File: config.mk
export PLATFORM = sky130hd
export DESIGN_NAME = ipv4_source_blocklist
export DESIGN_NICKNAME = d
export VERILOG_FILES = /design/src/rtl/ipv4sb_pkg.sv /design/src/rtl/ipv4_source_blocklist.sv /design/src/rtl/ipv4sb_ram.sv /design/src/rtl/ipv4sb_front.sv /design/src/rtl/ipv4sb_back.sv
export SDC_FILE = /design/constraint.sdc
export NUM_CORES = 1
export LEC_CHECK = 0
export CAP_MARGIN = 20
export CORE_UTILIZATION = 65
export DETAILED_ROUTE_END_ITERATION = 10
export DONT_BUFFER_PORTS = 1
export GPL_TIMING_DRIVEN = 0
export PLACE_DENSITY_LB_ADDON = 0.2
export REMOVE_ABC_BUFFERS = 1
export SYNTH_ARGS = -nofsm -noshare
export SYNTH_HDL_FRONTEND = slang
export SYNTH_SLANG_ARGS = --single-unit
File: constraint.sdc
create_clock -name clock -period 10.3 [get_ports clock]
set_input_delay 1.03 -clock clock [delete_from_list [all_inputs] [get_ports clock]]
set_output_delay 1.03 -clock clock [all_outputs]
set_load 0.05 [all_outputs]
File: src/rtl/ipv4sb_pkg.sv
// ----------------------------------------------------------------------------
// ipv4sb_pkg
// Shared types and constants for the IPv4 source blocklist.
// ----------------------------------------------------------------------------
package ipv4sb_pkg;

   localparam int ADDR_W              = 32;
   localparam int MAX_RULES_W         = 5;
   localparam int RULES_HELD_W        = 5;
   localparam int TABLE_DEPTH_DEFAULT = 16;
   localparam logic [MAX_RULES_W-1:0] MAX_RULES_RESET = 5'd10;

   // command queue between front and back
   localparam int QUEUE_DEPTH = 2;
   localparam int QPTR_W      = 1;
   localparam int QFILL_W     = 2;

   typedef enum logic {
      OP_CHECK  = 1'b0,
      OP_TOGGLE = 1'b1
   } op_type;

   typedef enum logic [1:0] {
      STATUS_CHECK   = 2'd0,
      STATUS_ADDED   = 2'd1,
      STATUS_REMOVED = 2'd2,
      STATUS_FULL    = 2'd3
   } status_type;

   typedef enum logic [2:0] {
      ST_IDLE,
      ST_READ,
      ST_CMP,
      ST_DECIDE,
      ST_MOVE,
      ST_DONE
   } state_type;

   typedef struct packed {
      logic              kind;
      logic [ADDR_W-1:0] address;
   } req_type;

   typedef struct packed {
      logic                    drop;
      status_type              status;
      logic [RULES_HELD_W-1:0] rules_held;
   } rsp_type;

   typedef struct packed {
      op_type            op;
      logic [ADDR_W-1:0] address;
   } cmd_type;

   typedef struct packed {
      logic    valid;
      cmd_type cmd;
   } queue_out_type;

endpackage

File: src/rtl/ipv4_source_blocklist.sv
// ----------------------------------------------------------------------------
// ipv4_source_blocklist
// Blocklist of IPv4 source addresses with packet checks and rule toggles.
// ----------------------------------------------------------------------------
// Each request beat is a packet check (kind 0) or a rule toggle (kind 1) for a
// 32-bit address, first octet in the top byte. A check answers drop when any
// stored rule equals the address. A toggle removes an equal rule, moving the
// last rule into its slot, or else appends the address, reporting table full
// once the count has reached max_rules (saturated at TABLE_DEPTH). Rules live
// in a single-port-read RAM that is scanned one entry at a time, each entry
// read (ST_READ) and then compared (ST_CMP); a removal adds a move step
// (ST_MOVE). The scan stops at the first match. A two-beat command queue
// keeps taking requests while a scan runs, and a registered response beat
// may wait under rsp_stall without holding up the next scan. The rule RAM
// needs no clearing after reset: only entries below the count are ever read.
// max_rules resets to ten.
// ----------------------------------------------------------------------------
module ipv4_source_blocklist #(
   parameter int TABLE_DEPTH = ipv4sb_pkg::TABLE_DEPTH_DEFAULT
) (
   input  logic                               clock,
   input  logic                               reset,
   // request channel
   input  logic                               req_valid,
   output logic                               req_stall,
   input  ipv4sb_pkg::req_type                req_data,
   // response channel
   output logic                               rsp_valid,
   input  logic                               rsp_stall,
   output ipv4sb_pkg::rsp_type                rsp_data,
   // max_rules register
   input  logic                               csr_wr_en,
   input  logic [ipv4sb_pkg::MAX_RULES_W-1:0] csr_wr_data
);
   import ipv4sb_pkg::*;

   logic [MAX_RULES_W-1:0] max_rules_ff, max_rules_in;
   queue_out_type          q_out;
   logic                   q_pop;

   // config register: only to be written by the user while the block is quiet; the block does not enforce this
   always_comb begin
      max_rules_in = csr_wr_en ? csr_wr_data : max_rules_ff;
   end

   always_ff @(posedge clock) begin
      if (reset) begin
         max_rules_ff <= MAX_RULES_RESET;
      end else begin
         max_rules_ff <= max_rules_in;
      end
   end

   // front: accept and decode request beats into the command queue
   ipv4sb_front u_front (
      .clock     (clock),
      .reset     (reset),
      .req_valid (req_valid),
      .req_stall (req_stall),
      .req_data  (req_data),
      .q_out     (q_out),
      .q_pop     (q_pop)
   );

   // back: table scan, update and response register
   ipv4sb_back #(
      .TABLE_DEPTH (TABLE_DEPTH)
   ) u_back (
      .clock     (clock),
      .reset     (reset),
      .max_rules (max_rules_ff),
      .q_out     (q_out),
      .q_pop     (q_pop),
      .rsp_valid (rsp_valid),
      .rsp_stall (rsp_stall),
      .rsp_data  (rsp_data)
   );

`ifndef SYNTH
   logic [31:0] lim_chk;
   assign lim_chk = (32'(max_rules_ff) > 32'(TABLE_DEPTH)) ? 32'(TABLE_DEPTH)
                                                          : 32'(max_rules_ff);

   // only checks may ask for a drop
   a_drop_only_on_check: assert property (@(posedge clock) disable iff (reset)
      rsp_valid && rsp_data.status != STATUS_CHECK |-> !rsp_data.drop)
      else $error("drop set on a toggle response");

   // a full report means the count really reached the limit
   a_full_at_limit: assert property (@(posedge clock) disable iff (reset)
      rsp_valid && rsp_data.status == STATUS_FULL
      |-> (TABLE_DEPTH >= 32) || (32'(rsp_data.rules_held) >= lim_chk))
      else $error("table full reported below the limit");

   // an append never takes the count past the limit
   a_added_within_limit: assert property (@(posedge clock) disable iff (reset)
      rsp_valid && rsp_data.status == STATUS_ADDED
      |-> (TABLE_DEPTH >= 32) ||
          ((rsp_data.rules_held != '0) && (32'(rsp_data.rules_held) <= lim_chk)))
      else $error("rule added beyond the limit");
`endif

endmodule

File: src/rtl/ipv4sb_ram.sv
// ----------------------------------------------------------------------------
// ipv4sb_ram
// Generic single-write, single-read RAM with registered read data.
// ----------------------------------------------------------------------------
module ipv4sb_ram #(
   parameter int WIDTH = 32,
   parameter int DEPTH = 16
) (
   input  logic                                   clock,
   input  logic                                   wr_en,
   input  logic [(DEPTH > 1 ? $clog2(DEPTH) : 1)-1:0] wr_addr,
   input  logic [WIDTH-1:0]                       wr_data,
   input  logic                                   rd_en,
   input  logic [(DEPTH > 1 ? $clog2(DEPTH) : 1)-1:0] rd_addr,
   output logic [WIDTH-1:0]                       rd_data
);

   logic [WIDTH-1:0] mem [DEPTH];
   logic [WIDTH-1:0] rd_data_ff;

   always_ff @(posedge clock) begin
      if (wr_en) begin
         mem[wr_addr] <= wr_data;
      end
      if (rd_en) begin
         rd_data_ff <= mem[rd_addr];
      end
   end

   assign rd_data = rd_data_ff;

endmodule

File: src/rtl/ipv4sb_front.sv
// ----------------------------------------------------------------------------
// ipv4sb_front
// Takes request beats, decodes the kind and queues commands for the back end.
// ----------------------------------------------------------------------------
module ipv4sb_front (
   input  logic                      clock,
   input  logic                      reset,
   input  logic                      req_valid,
   output logic                      req_stall,
   input  ipv4sb_pkg::req_type       req_data,
   output ipv4sb_pkg::queue_out_type q_out,
   input  logic                      q_pop
);
   import ipv4sb_pkg::*;

   cmd_type            slot_ff [QUEUE_DEPTH];
   logic [QPTR_W-1:0]  wr_ptr_ff, wr_ptr_in;
   logic [QPTR_W-1:0]  rd_ptr_ff, rd_ptr_in;
   logic [QFILL_W-1:0] fill_ff, fill_in;
   logic               push;
   logic               pop;
   cmd_type            cmd_new;

   assign req_stall = (fill_ff == QFILL_W'(QUEUE_DEPTH));
   assign push      = req_valid && !req_stall;
   assign pop       = q_pop && (fill_ff != '0);

   always_comb begin
      cmd_new.op      = (req_data.kind == 1'b1) ? OP_TOGGLE : OP_CHECK;
      cmd_new.address = req_data.address;
   end

   always_comb begin
      wr_ptr_in = wr_ptr_ff;
      rd_ptr_in = rd_ptr_ff;
      fill_in   = fill_ff;
      if (push) begin
         wr_ptr_in = (wr_ptr_ff == QPTR_W'(QUEUE_DEPTH - 1)) ? '0 : QPTR_W'(wr_ptr_ff + 1'b1);
      end
      if (pop) begin
         rd_ptr_in = (rd_ptr_ff == QPTR_W'(QUEUE_DEPTH - 1)) ? '0 : QPTR_W'(rd_ptr_ff + 1'b1);
      end
      if (push && !pop) begin
         fill_in = QFILL_W'(fill_ff + 1'b1);
      end else if (pop && !push) begin
         fill_in = QFILL_W'(fill_ff - 1'b1);
      end
   end

   always_ff @(posedge clock) begin
      if (reset) begin
         wr_ptr_ff <= '0;
         rd_ptr_ff <= '0;
         fill_ff   <= '0;
      end else begin
         wr_ptr_ff <= wr_ptr_in;
         rd_ptr_ff <= rd_ptr_in;
         fill_ff   <= fill_in;
      end
   end

   always_ff @(posedge clock) begin
      if (push) begin
         slot_ff[wr_ptr_ff] <= cmd_new;
      end
   end

   assign q_out.valid = (fill_ff != '0);
   assign q_out.cmd   = slot_ff[rd_ptr_ff];

endmodule

File: src/rtl/ipv4sb_back.sv
// ----------------------------------------------------------------------------
// ipv4sb_back
// Scans the rule RAM for each command, updates the table and registers the
// response beat.
// ----------------------------------------------------------------------------
module ipv4sb_back #(
   parameter int TABLE_DEPTH = ipv4sb_pkg::TABLE_DEPTH_DEFAULT
) (
   input  logic                                  clock,
   input  logic                                  reset,
   input  logic [ipv4sb_pkg::MAX_RULES_W-1:0]    max_rules,
   input  ipv4sb_pkg::queue_out_type             q_out,
   output logic                                  q_pop,
   output logic                                  rsp_valid,
   input  logic                                  rsp_stall,
   output ipv4sb_pkg::rsp_type                   rsp_data
);
   import ipv4sb_pkg::*;

   localparam int IDX_W = (TABLE_DEPTH > 1) ? $clog2(TABLE_DEPTH) : 1;
   localparam int CNT_W = $clog2(TABLE_DEPTH + 1);

   state_type         state_ff, state_in;
   cmd_type           cmd_ff, cmd_in;
   logic [IDX_W-1:0]  idx_ff, idx_in;
   logic [IDX_W-1:0]  slot_ff, slot_in;
   logic              match_ff, match_in;
   logic [CNT_W-1:0]  count_ff, count_in;
   status_type        status_ff, status_in;
   logic              rsp_valid_ff, rsp_valid_in;
   rsp_type           rsp_ff, rsp_in;

   logic              ram_wr_en;
   logic [IDX_W-1:0]  ram_wr_addr;
   logic [ADDR_W-1:0] ram_wr_data;
   logic              ram_rd_en;
   logic [IDX_W-1:0]  ram_rd_addr;
   logic [ADDR_W-1:0] ram_rd_data;

   logic [31:0]       cnt_wide;
   logic [31:0]       last_wide;
   logic [31:0]       lim_wide;
   logic [IDX_W-1:0]  last_idx;
   logic              idx_is_last;
   logic              table_full;
   logic              hit;
   logic              out_free;

   ipv4sb_ram #(
      .WIDTH (ADDR_W),
      .DEPTH (TABLE_DEPTH)
   ) u_rules (
      .clock   (clock),
      .wr_en   (ram_wr_en),
      .wr_addr (ram_wr_addr),
      .wr_data (ram_wr_data),
      .rd_en   (ram_rd_en),
      .rd_addr (ram_rd_addr),
      .rd_data (ram_rd_data)
   );

   // limit saturates at the table depth
   always_comb begin
      cnt_wide    = 32'(count_ff);
      last_wide   = cnt_wide - 32'd1;
      last_idx    = last_wide[IDX_W-1:0];
      idx_is_last = (32'(idx_ff) == last_wide);
      lim_wide    = (32'(max_rules) > 32'(TABLE_DEPTH)) ? 32'(TABLE_DEPTH) : 32'(max_rules);
      table_full  = (cnt_wide >= lim_wide);
      hit         = (ram_rd_data == cmd_ff.address);
      out_free    = !rsp_valid_ff || !rsp_stall;
   end

   // next state
   always_comb begin
      state_in = state_ff;
      case (state_ff)
         ST_IDLE: begin
            if (q_out.valid) begin
               state_in = (count_ff == '0) ? ST_DECIDE : ST_READ;
            end
         end
         ST_READ: begin
            state_in = ST_CMP;
         end
         ST_CMP: begin
            if (hit || idx_is_last) begin
               state_in = ST_DECIDE;
            end else begin
               state_in = ST_READ;
            end
         end
         ST_DECIDE: begin
            if (cmd_ff.op == OP_TOGGLE && match_ff) begin
               state_in = ST_MOVE;
            end else begin
               state_in = ST_DONE;
            end
         end
         ST_MOVE: begin
            state_in = ST_DONE;
         end
         ST_DONE: begin
            if (out_free) begin
               state_in = ST_IDLE;
            end
         end
         default: begin
            state_in = ST_IDLE;
         end
      endcase
   end

   // datapath and RAM control
   always_comb begin
      cmd_in       = cmd_ff;
      idx_in       = idx_ff;
      slot_in      = slot_ff;
      match_in     = match_ff;
      count_in     = count_ff;
      status_in    = status_ff;
      rsp_in       = rsp_ff;
      rsp_valid_in = rsp_valid_ff && rsp_stall;
      q_pop        = 1'b0;
      ram_wr_en    = 1'b0;
      ram_wr_addr  = slot_ff;
      ram_wr_data  = ram_rd_data;
      ram_rd_en    = 1'b0;
      ram_rd_addr  = idx_ff;
      case (state_ff)
         ST_IDLE: begin
            if (q_out.valid) begin
               q_pop    = 1'b1;
               cmd_in   = q_out.cmd;
               idx_in   = '0;
               match_in = 1'b0;
            end
         end
         ST_READ: begin
            ram_rd_en = 1'b1;
         end
         ST_CMP: begin
            if (hit) begin
               match_in = 1'b1;
               slot_in  = idx_ff;
            end else if (!idx_is_last) begin
               idx_in = IDX_W'(idx_ff + 1'b1);
            end
         end
         ST_DECIDE: begin
            case (cmd_ff.op)
               OP_CHECK: begin
                  status_in = STATUS_CHECK;
               end
               OP_TOGGLE: begin
                  if (match_ff) begin
                     // fetch the last rule to fill the vacated slot
                     ram_rd_en   = 1'b1;
                     ram_rd_addr = last_idx;
                     status_in   = STATUS_REMOVED;
                  end else if (table_full) begin
                     status_in = STATUS_FULL;
                  end else begin
                     ram_wr_en   = 1'b1;
                     ram_wr_addr = cnt_wide[IDX_W-1:0];
                     ram_wr_data = cmd_ff.address;
                     count_in    = CNT_W'(count_ff + 1'b1);
                     status_in   = STATUS_ADDED;
                  end
               end
               default: begin
                  status_in = STATUS_CHECK;
               end
            endcase
         end
         ST_MOVE: begin
            ram_wr_en = 1'b1;
            count_in  = CNT_W'(count_ff - 1'b1);
         end
         ST_DONE: begin
            if (out_free) begin
               rsp_valid_in      = 1'b1;
               rsp_in.drop       = (cmd_ff.op == OP_CHECK) && match_ff;
               rsp_in.status     = status_ff;
               rsp_in.rules_held = cnt_wide[RULES_HELD_W-1:0];
            end
         end
         default: begin
            q_pop = 1'b0;
         end
      endcase
   end

   always_ff @(posedge clock) begin
      if (reset) begin
         state_ff     <= ST_IDLE;
         count_ff     <= '0;
         rsp_valid_ff <= 1'b0;
      end else begin
         state_ff     <= state_in;
         count_ff     <= count_in;
         rsp_valid_ff <= rsp_valid_in;
      end
   end

   always_ff @(posedge clock) begin
      cmd_ff    <= cmd_in;
      idx_ff    <= idx_in;
      slot_ff   <= slot_in;
      match_ff  <= match_in;
      status_ff <= status_in;
      rsp_ff    <= rsp_in;
   end

   assign rsp_valid = rsp_valid_ff;
   assign rsp_data  = rsp_ff;

endmodule

After elaboration in Yosys (flattened, before gate mapping)
Memory sizes are Yosys's and may differ from the RTL's. A register that Yosys moved wholly into a read port is not among the register bits.
Index checks and enable logic that the tools add are counted.
{"block": "word_totals", "input_bits": 43, "register_bits": 37, "latch_bits": 0, "memories": 2, "mem_bits_ro": 0, "wordCells": 122, "ram_bits": 578, "out_inout_bits": 10}
{"block": "classes", "reduce_logical": 27, "div": 0, "add_sub_neg": 8, "muxes": 52, "n_mul": 0, "n_eq_ne": 16, "magnitude_cmp": 2, "shift": 0, "n_bitwise": 1}
{"name": "u_back.u_rules.mem", "words": 16, "width": 32, "read_ports": 1, "rd_clocked_by_memory_dff": 1, "write_ports": 1, "line_no": "ipv4sb_ram.sv:18", "text": "logic [WIDTH-1:0] mem [DEPTH];"}
{"name": "u_front.slot_ff", "words": 2, "width": 33, "read_ports": 1, "rd_clocked_by_memory_dff": 1, "write_ports": 1, "line_no": "ipv4sb_front.sv:16", "text": "cmd_type slot_ff [QUEUE_DEPTH];"}
{"cell": "$mux 32", "count": 4}
{"cell": "$mux 4", "count": 10}
{"cell": "$eq 32x32->1", "count": 1}
{"cell": "$eq 4x32->1", "count": 1}
{"cell": "$ge 5x32->1", "count": 1}
{"cell": "$mux 5", "count": 4}
{"cell": "$mux 1", "count": 19}
{"cell": "$pmux 3 s6", "count": 1}
{"cell": "$mux 2", "count": 6}
{"cell": "$ne 2x2->1 const B", "count": 5}
{"cell": "$pmux 5 s2", "count": 1}
{"cell": "$pmux 4 s2", "count": 1}
{"cell": "$reduce_and 2->1", "count": 4}
{"cell": "$reduce_and 4->1", "count": 2}
{"cell": "$reduce_bool 2->1", "count": 4}
{"cell": "$logic_and 1x1->1", "count": 7}
{"cell": "$eq 3x2->1 const B", "count": 2}
{"cell": "$eq 3x3->1 const B", "count": 2}
{"cell": "$mux 3", "count": 2}
{"cell": "$ne 2x1->1 const B", "count": 3}
{"cell": "$pmux 1 s2", "count": 3}
{"cell": "$sub 5x1->6 const B", "count": 1}
{"cell": "$add 5x1->5 const B", "count": 1}
{"cell": "$gt 5x5->1 const B", "count": 1}
{"cell": "14 further kinds", "count": 20}

Longest topological paths before layout
{"block": "depth", "word_depth": 9, "ltp_mapped": 11, "depth_no_buf": 9}

Cells and area by module
From an unflattened synthesis, not the netlist that was laid out.
{"block": "unflattened", "hier_cells": 1270, "hier_area_um2": 26541.7}
{"module": "ipv4sb_ram", "area_per_inst_um2": 20155.6, "n_inst": 1, "cells_each": 838, "seq_area_each_um2": 16335.7}
{"module": "ipv4sb_back", "area_per_inst_um2": 3613.5, "n_inst": 1, "cells_each": 288, "seq_area_each_um2": 1741.7}
{"module": "ipv4sb_front", "area_per_inst_um2": 2593.7, "n_inst": 1, "cells_each": 128, "seq_area_each_um2": 2082.0}
{"module": "ipv4_source_blocklist", "area_per_inst_um2": 178.9, "n_inst": 1, "cells_each": 16, "seq_area_each_um2": 100.1}

Worst setup path before layout
No wires, ideal clock.
{"block": "synth_timing", "kind": "flip-flop to flip-flop", "start": "reg u_back.count_ff[0]", "end": "mem u_back.u_rules.mem[11][0], enable pin", "period_less_slack_ns": 4.054, "n_path_buf": 0, "t_arrival_ns": 3.629, "required_time_ns": 9.875, "path_stages_with_launch": 10, "slack_ns": 6.246, "setup_time_ns": 0.425, "path_cell_list": "dfxtp_1 inv_1 ha_1 nand2b_1 a21o_1 a21o_1 a21oi_1 o21ai_1 o31ai_1 nor2b_1"}
{"block": "synth_between", "elab_chain_len": 7, "word_cells_on_any_way": 11, "cone_classes": "1 x order compare; 10 x mux"}
{"item": "start: declaration", "line_no": "ipv4sb_back.sv:28", "text": "logic [CNT_W-1:0] count_ff, count_in;"}
{"item": "start signal: assignment", "line_no": "ipv4sb_back.sv:201", "text": "count_ff <= count_in;"}
{"item": "$ge 5x32->1", "line_no": "ipv4sb_back.sv:69", "text": "table_full = (cnt_wide >= lim_wide);"}
{"item": "$mux 1", "line_no": "ipv4sb_back.sv:161", "text": "end else if (table_full) begin"}
{"item": "$mux 1", "line_no": "ipv4sb_back.sv:156", "text": "if (match_ff) begin"}
{"item": "$mux 1", "line_no": "ipv4sb_back.sv:151", "text": "case (cmd_ff.op)"}
{"item": "$pmux 1 s2", "line_no": "ipv4sb_back.sv:130", "text": "case (state_ff)"}
{"item": "$mux 1", "line_no": "ipv4sb_ram.sv:22", "text": "if (wr_en) begin"}
{"item": "$mux 1 (not written as such)", "line_no": "ipv4sb_ram.sv:23", "text": "mem[wr_addr] <= wr_data;"}
{"item": "end: declaration", "line_no": "ipv4sb_ram.sv:18"}
Parallel ways exist; a longest one is shown, timed or not.

Final worst setup path
{"block": "layout_timing", "start": "reg u_back.count_ff[0]", "end": "mem u_back.u_rules.mem[0][14], enable pin"}
Same word-level chain as after synthesis.

==> impl_metrics.yaml <==
flow_run:
  max_cap_violations: 0
clocking:
  tritoncts_buffers: 67
  cts-root-buf: "sky130_fd_sc_hd__clkbuf_16"
  ctsHtreeMaxLevel: 3
  post_cts.resized_instances: 0
  hold_buffers: 0
  tritoncts: "done"
  cts_setup_buffers: 0
  clk_pin_slew_ns: 0.06
  cts_buffer_depth: 3
  clkSinkCount: 680
  clkLatencyLatePin_ns: 0.58
global_routing:
  antenna_found_initial: 0
  grt-ovfl-total: 0
  first_global_vias: 16580
  grtUsageTotal_pct: 32.92
  grt_start_max_net_pins: 90
  grt_first_pass_wirelength_um: 100500
sta:
  pnr_worst_setup_slack_ns: 5.470
  holdWs_ns: 0.4371
  period_share_pct: 46.90
  fin_worst_skew_ns: 0.01999
  finalHoldViolations: 0
  setup_violations: 0
  worst_pin_slew_ns: 1.087
  max_slew_violations: 0
  final_layout_setup_total_negative_slack_ns: 0
  setup_repair_after_global_routing_missed_its_margin: "false"
  max_slew_margin_pct: 27.36
  maxClockFrequency_mhz: 207.0
  period_needed_ns: 4.830
route:
  vias: 16620
  route.detailed.wl_per_inst_um: 28.17
  antenna_violating_nets_post_route: 0
  drt-vias-per-instance: 6.871
  initialDrtViolationCount: 1947
  drcViolationCount: 0
  wirelength_um: 68110
  detail_route.first_pass.iterations: 5
yosys:
  mappedNetlistArea_sq_mm: 0.02708
  async_flop_share_pct: 0
  syn-mean-instance-area_sq_um: 14.62
  synth_area_leaders: "sky130_fd_sc_hd__edfxtp_1 73%, sky130_fd_sc_hd__nor3_1 4.9%, sky130_fd_sc_hd__a21o_1 3.7%"
  ys_ff_latch: 680
  yosysUniqueCellTypes: 51
  yosysTopAreaCell: "sky130_fd_sc_hd__edfxtp_1"
  yosys.area.top_type_share_pct: 73.40
  synth-seq-area-share_pct: 74.73
  syn_inst: 1852
  synth_most_common_cell: "sky130_fd_sc_hd__edfxtp_1"
  synth_enable_flop_cells: 662
  dominantRegCellSynth: "sky130_fd_sc_hd__edfxtp_1"
  synth.yosys.warnings: 0
  synthTopCellsByCount: "662 x sky130_fd_sc_hd__edfxtp_1, 265 x sky130_fd_sc_hd__nor3_1, 146 x sky130_fd_sc_hd__a21oi_1, 133 x sky130_fd_sc_hd__a21o_1, 129 x sky130_fd_sc_hd__nor4_1"
finish:
  drive_above_1_share_pct: 11.35
  final_util_pct: 74.92
  antenna-diode-count: 0
  layout.nets: 1896
  fillCellCount: 2357
  areaGrowthSynthToFinish_pct: 13.21
place:
  place.gp.congestion: 0.8140
  place_worst_setup_slack_ns: 5.600
  buffer_ports.inserted: 0
  hpwl_detailed_um: 37990
floorplan:
  fp.dieH_um: 206.1
  core-area_sq_mm: 0.04092
  initial_utilization_pct: 66.18
  num_ports: 53
  site_rows: 74
  die_area_sq_mm: 0.04249
  die_width_um: 206.1
critical_path:
  worstSetupStartpointType: "register"
  critPathKind: "reg -> reg"
  cp_max_fo: 27
  critPathSlowestCell: "sky130_fd_sc_hd__nor2_4"
  setup.worst_path.end_class: "register"
  critical_path.cell_chain: "inv_1 -> ha_1 -> nand2b_1 -> a21o_1 -> a21o_1 -> a21oi_1 -> o21a_2 -> buf_12 -> a31oi_1 -> nor2_4 -> buf_12"
  cp_slowest_stage_delay_ns: 0.85
  critical_path_arrival_ns: 5.10
  timing.critical_path.required_ns: 10.57
status:
  status: "completed"
power_and_ir_drop:
  p_leak_nw: 10.29
  power-per-cell-area_mw_per_mm2: 291.2
  ir_worst_vdd_uv: 185.0
worst_hold_path:
  holdCritPathClass: "reg -> reg"
path summary, 6_finish.rpt:
path                                    end  slack [ns]                start  cells after the start
setup / recovery  u_back.u_rules.mem[0][14]        5.47   u_back.count_ff[0]                     11
hold reg to reg          u_back.rsp_data[5]        0.44  u_back.status_ff[0]                      0
hold / removal           u_back.rsp_data[5]        0.44  u_back.status_ff[0]                      0
setup reg to reg  u_back.u_rules.mem[0][14]        5.47   u_back.count_ff[0]                     11
cell usage in the layout, fill, tap and decap left out, types with 3 or more instances in the layout:
master and n:
sky130_fd_sc_hd__a21o_1 131, sky130_fd_sc_hd__a21oi_1 144, sky130_fd_sc_hd__a21oi_4 3, sky130_fd_sc_hd__a31oi_1 3
sky130_fd_sc_hd__buf_12 31, sky130_fd_sc_hd__buf_16 19, sky130_fd_sc_hd__bufinv_16 5, sky130_fd_sc_hd__clkbuf_1 14
sky130_fd_sc_hd__clkbuf_16 71, sky130_fd_sc_hd__clkinv_1 11, sky130_fd_sc_hd__clkinv_2 10, sky130_fd_sc_hd__dfxtp_1 17
sky130_fd_sc_hd__edfxtp_1 662, sky130_fd_sc_hd__ha_1 12, sky130_fd_sc_hd__inv_1 11, sky130_fd_sc_hd__mux2_2 35
sky130_fd_sc_hd__mux2i_1 7, sky130_fd_sc_hd__nand2_1 112, sky130_fd_sc_hd__nand3_1 7, sky130_fd_sc_hd__nand4_1 7
sky130_fd_sc_hd__nor2_1 23, sky130_fd_sc_hd__nor2_4 15, sky130_fd_sc_hd__nor2b_1 9, sky130_fd_sc_hd__nor2b_4 3
sky130_fd_sc_hd__nor3_1 265, sky130_fd_sc_hd__nor3b_1 3, sky130_fd_sc_hd__nor4_1 129, sky130_fd_sc_hd__o21ai_0 5
sky130_fd_sc_hd__or4_1 32, sky130_fd_sc_hd__xnor2_1 40, sky130_fd_sc_hd__xor2_1 7
cells by family after synthesis:
group / share of synthesized area (%)
flops: 74.73
simple gates: 12.01
fa+ha+maj: 0.6283
compound gates: 7.063
buf+inv: 2.342
xor+xnor: 1.520
mux: 1.714
per-stage QoR:
step	instances	instance area [sq um]	power, mW
finish	2418	30660	8.928
global route	2418	30660	9.256
CTS	2418	30660	8.915
detailed placement	2303	28550	6.536
global placement	2253	27170	6.399
floorplan	1721	26510	5.537
state kept, by name, indices dropped and copies added (netlist names):
signal,cells
u_back.idx_ff,4
u_front.wr_ptr_ff,1
u_back.u_rules.mem,512
u_front.rd_ptr_ff,1
u_back.u_rules.rd_data,32
u_front.slot_ff,66
u_back.count_ff,5
u_back.status_ff,2
u_back.cmd_ff,33
u_back.rsp_data,8
u_back.match_ff,1
max_rules_ff,5
u_back.rsp_valid,1
u_front.fill_ff,2
u_back.slot_ff,4
u_back.state_ff,3
area by class of cell:
cell class | count | area, sq um | area share (%)
clock buffers | 85 | 1829 | 5.966
flip-flops and latches | 680 | 20240 | 66.01
inverters | 14 | 55.05 | 0.1795
well taps | 532 | 665.6 | 2.171
repair buffers | 50 | 1144 | 3.730
clock inverters | 30 | 280.3 | 0.9141
multi-input cells | 1027 | 6447 | 21.03
metal layers:
layer  routed length, um  vias to the layer above  GRT usage, %
li1                    -                     7177             -
met1               24870                     8190         42.83
met2               33740                     1044         54.27
met3                6638                      204         6.149
met4                2848                        0         14.94
met5                   0                        -             0
power breakdown:
| group | internal (mW) | switching, mW |
|---|---|---|
| logic | 0.970 | 1.79 |
| registers | 3.62 | 0.163 |
| clock network | 1.38 | 1.00 |
| total | 5.97 | 2.95 |
worst max-delay path, delay by kind of cell (launching register included):
| kind | cells | cell delay [ns] |
|---|---|---|
| AO/OA/AOI/OAI | 5 | 1.70 |
| adder cells (fa/ha/maj) | 1 | 0.36 |
| buffers and inverters | 3 | 0.90 |
| flip-flops | 1 | 0.54 |
| AND/OR/NAND/NOR | 2 | 1.00 |
No activity file was read; power rests on OpenSTA's default activity.
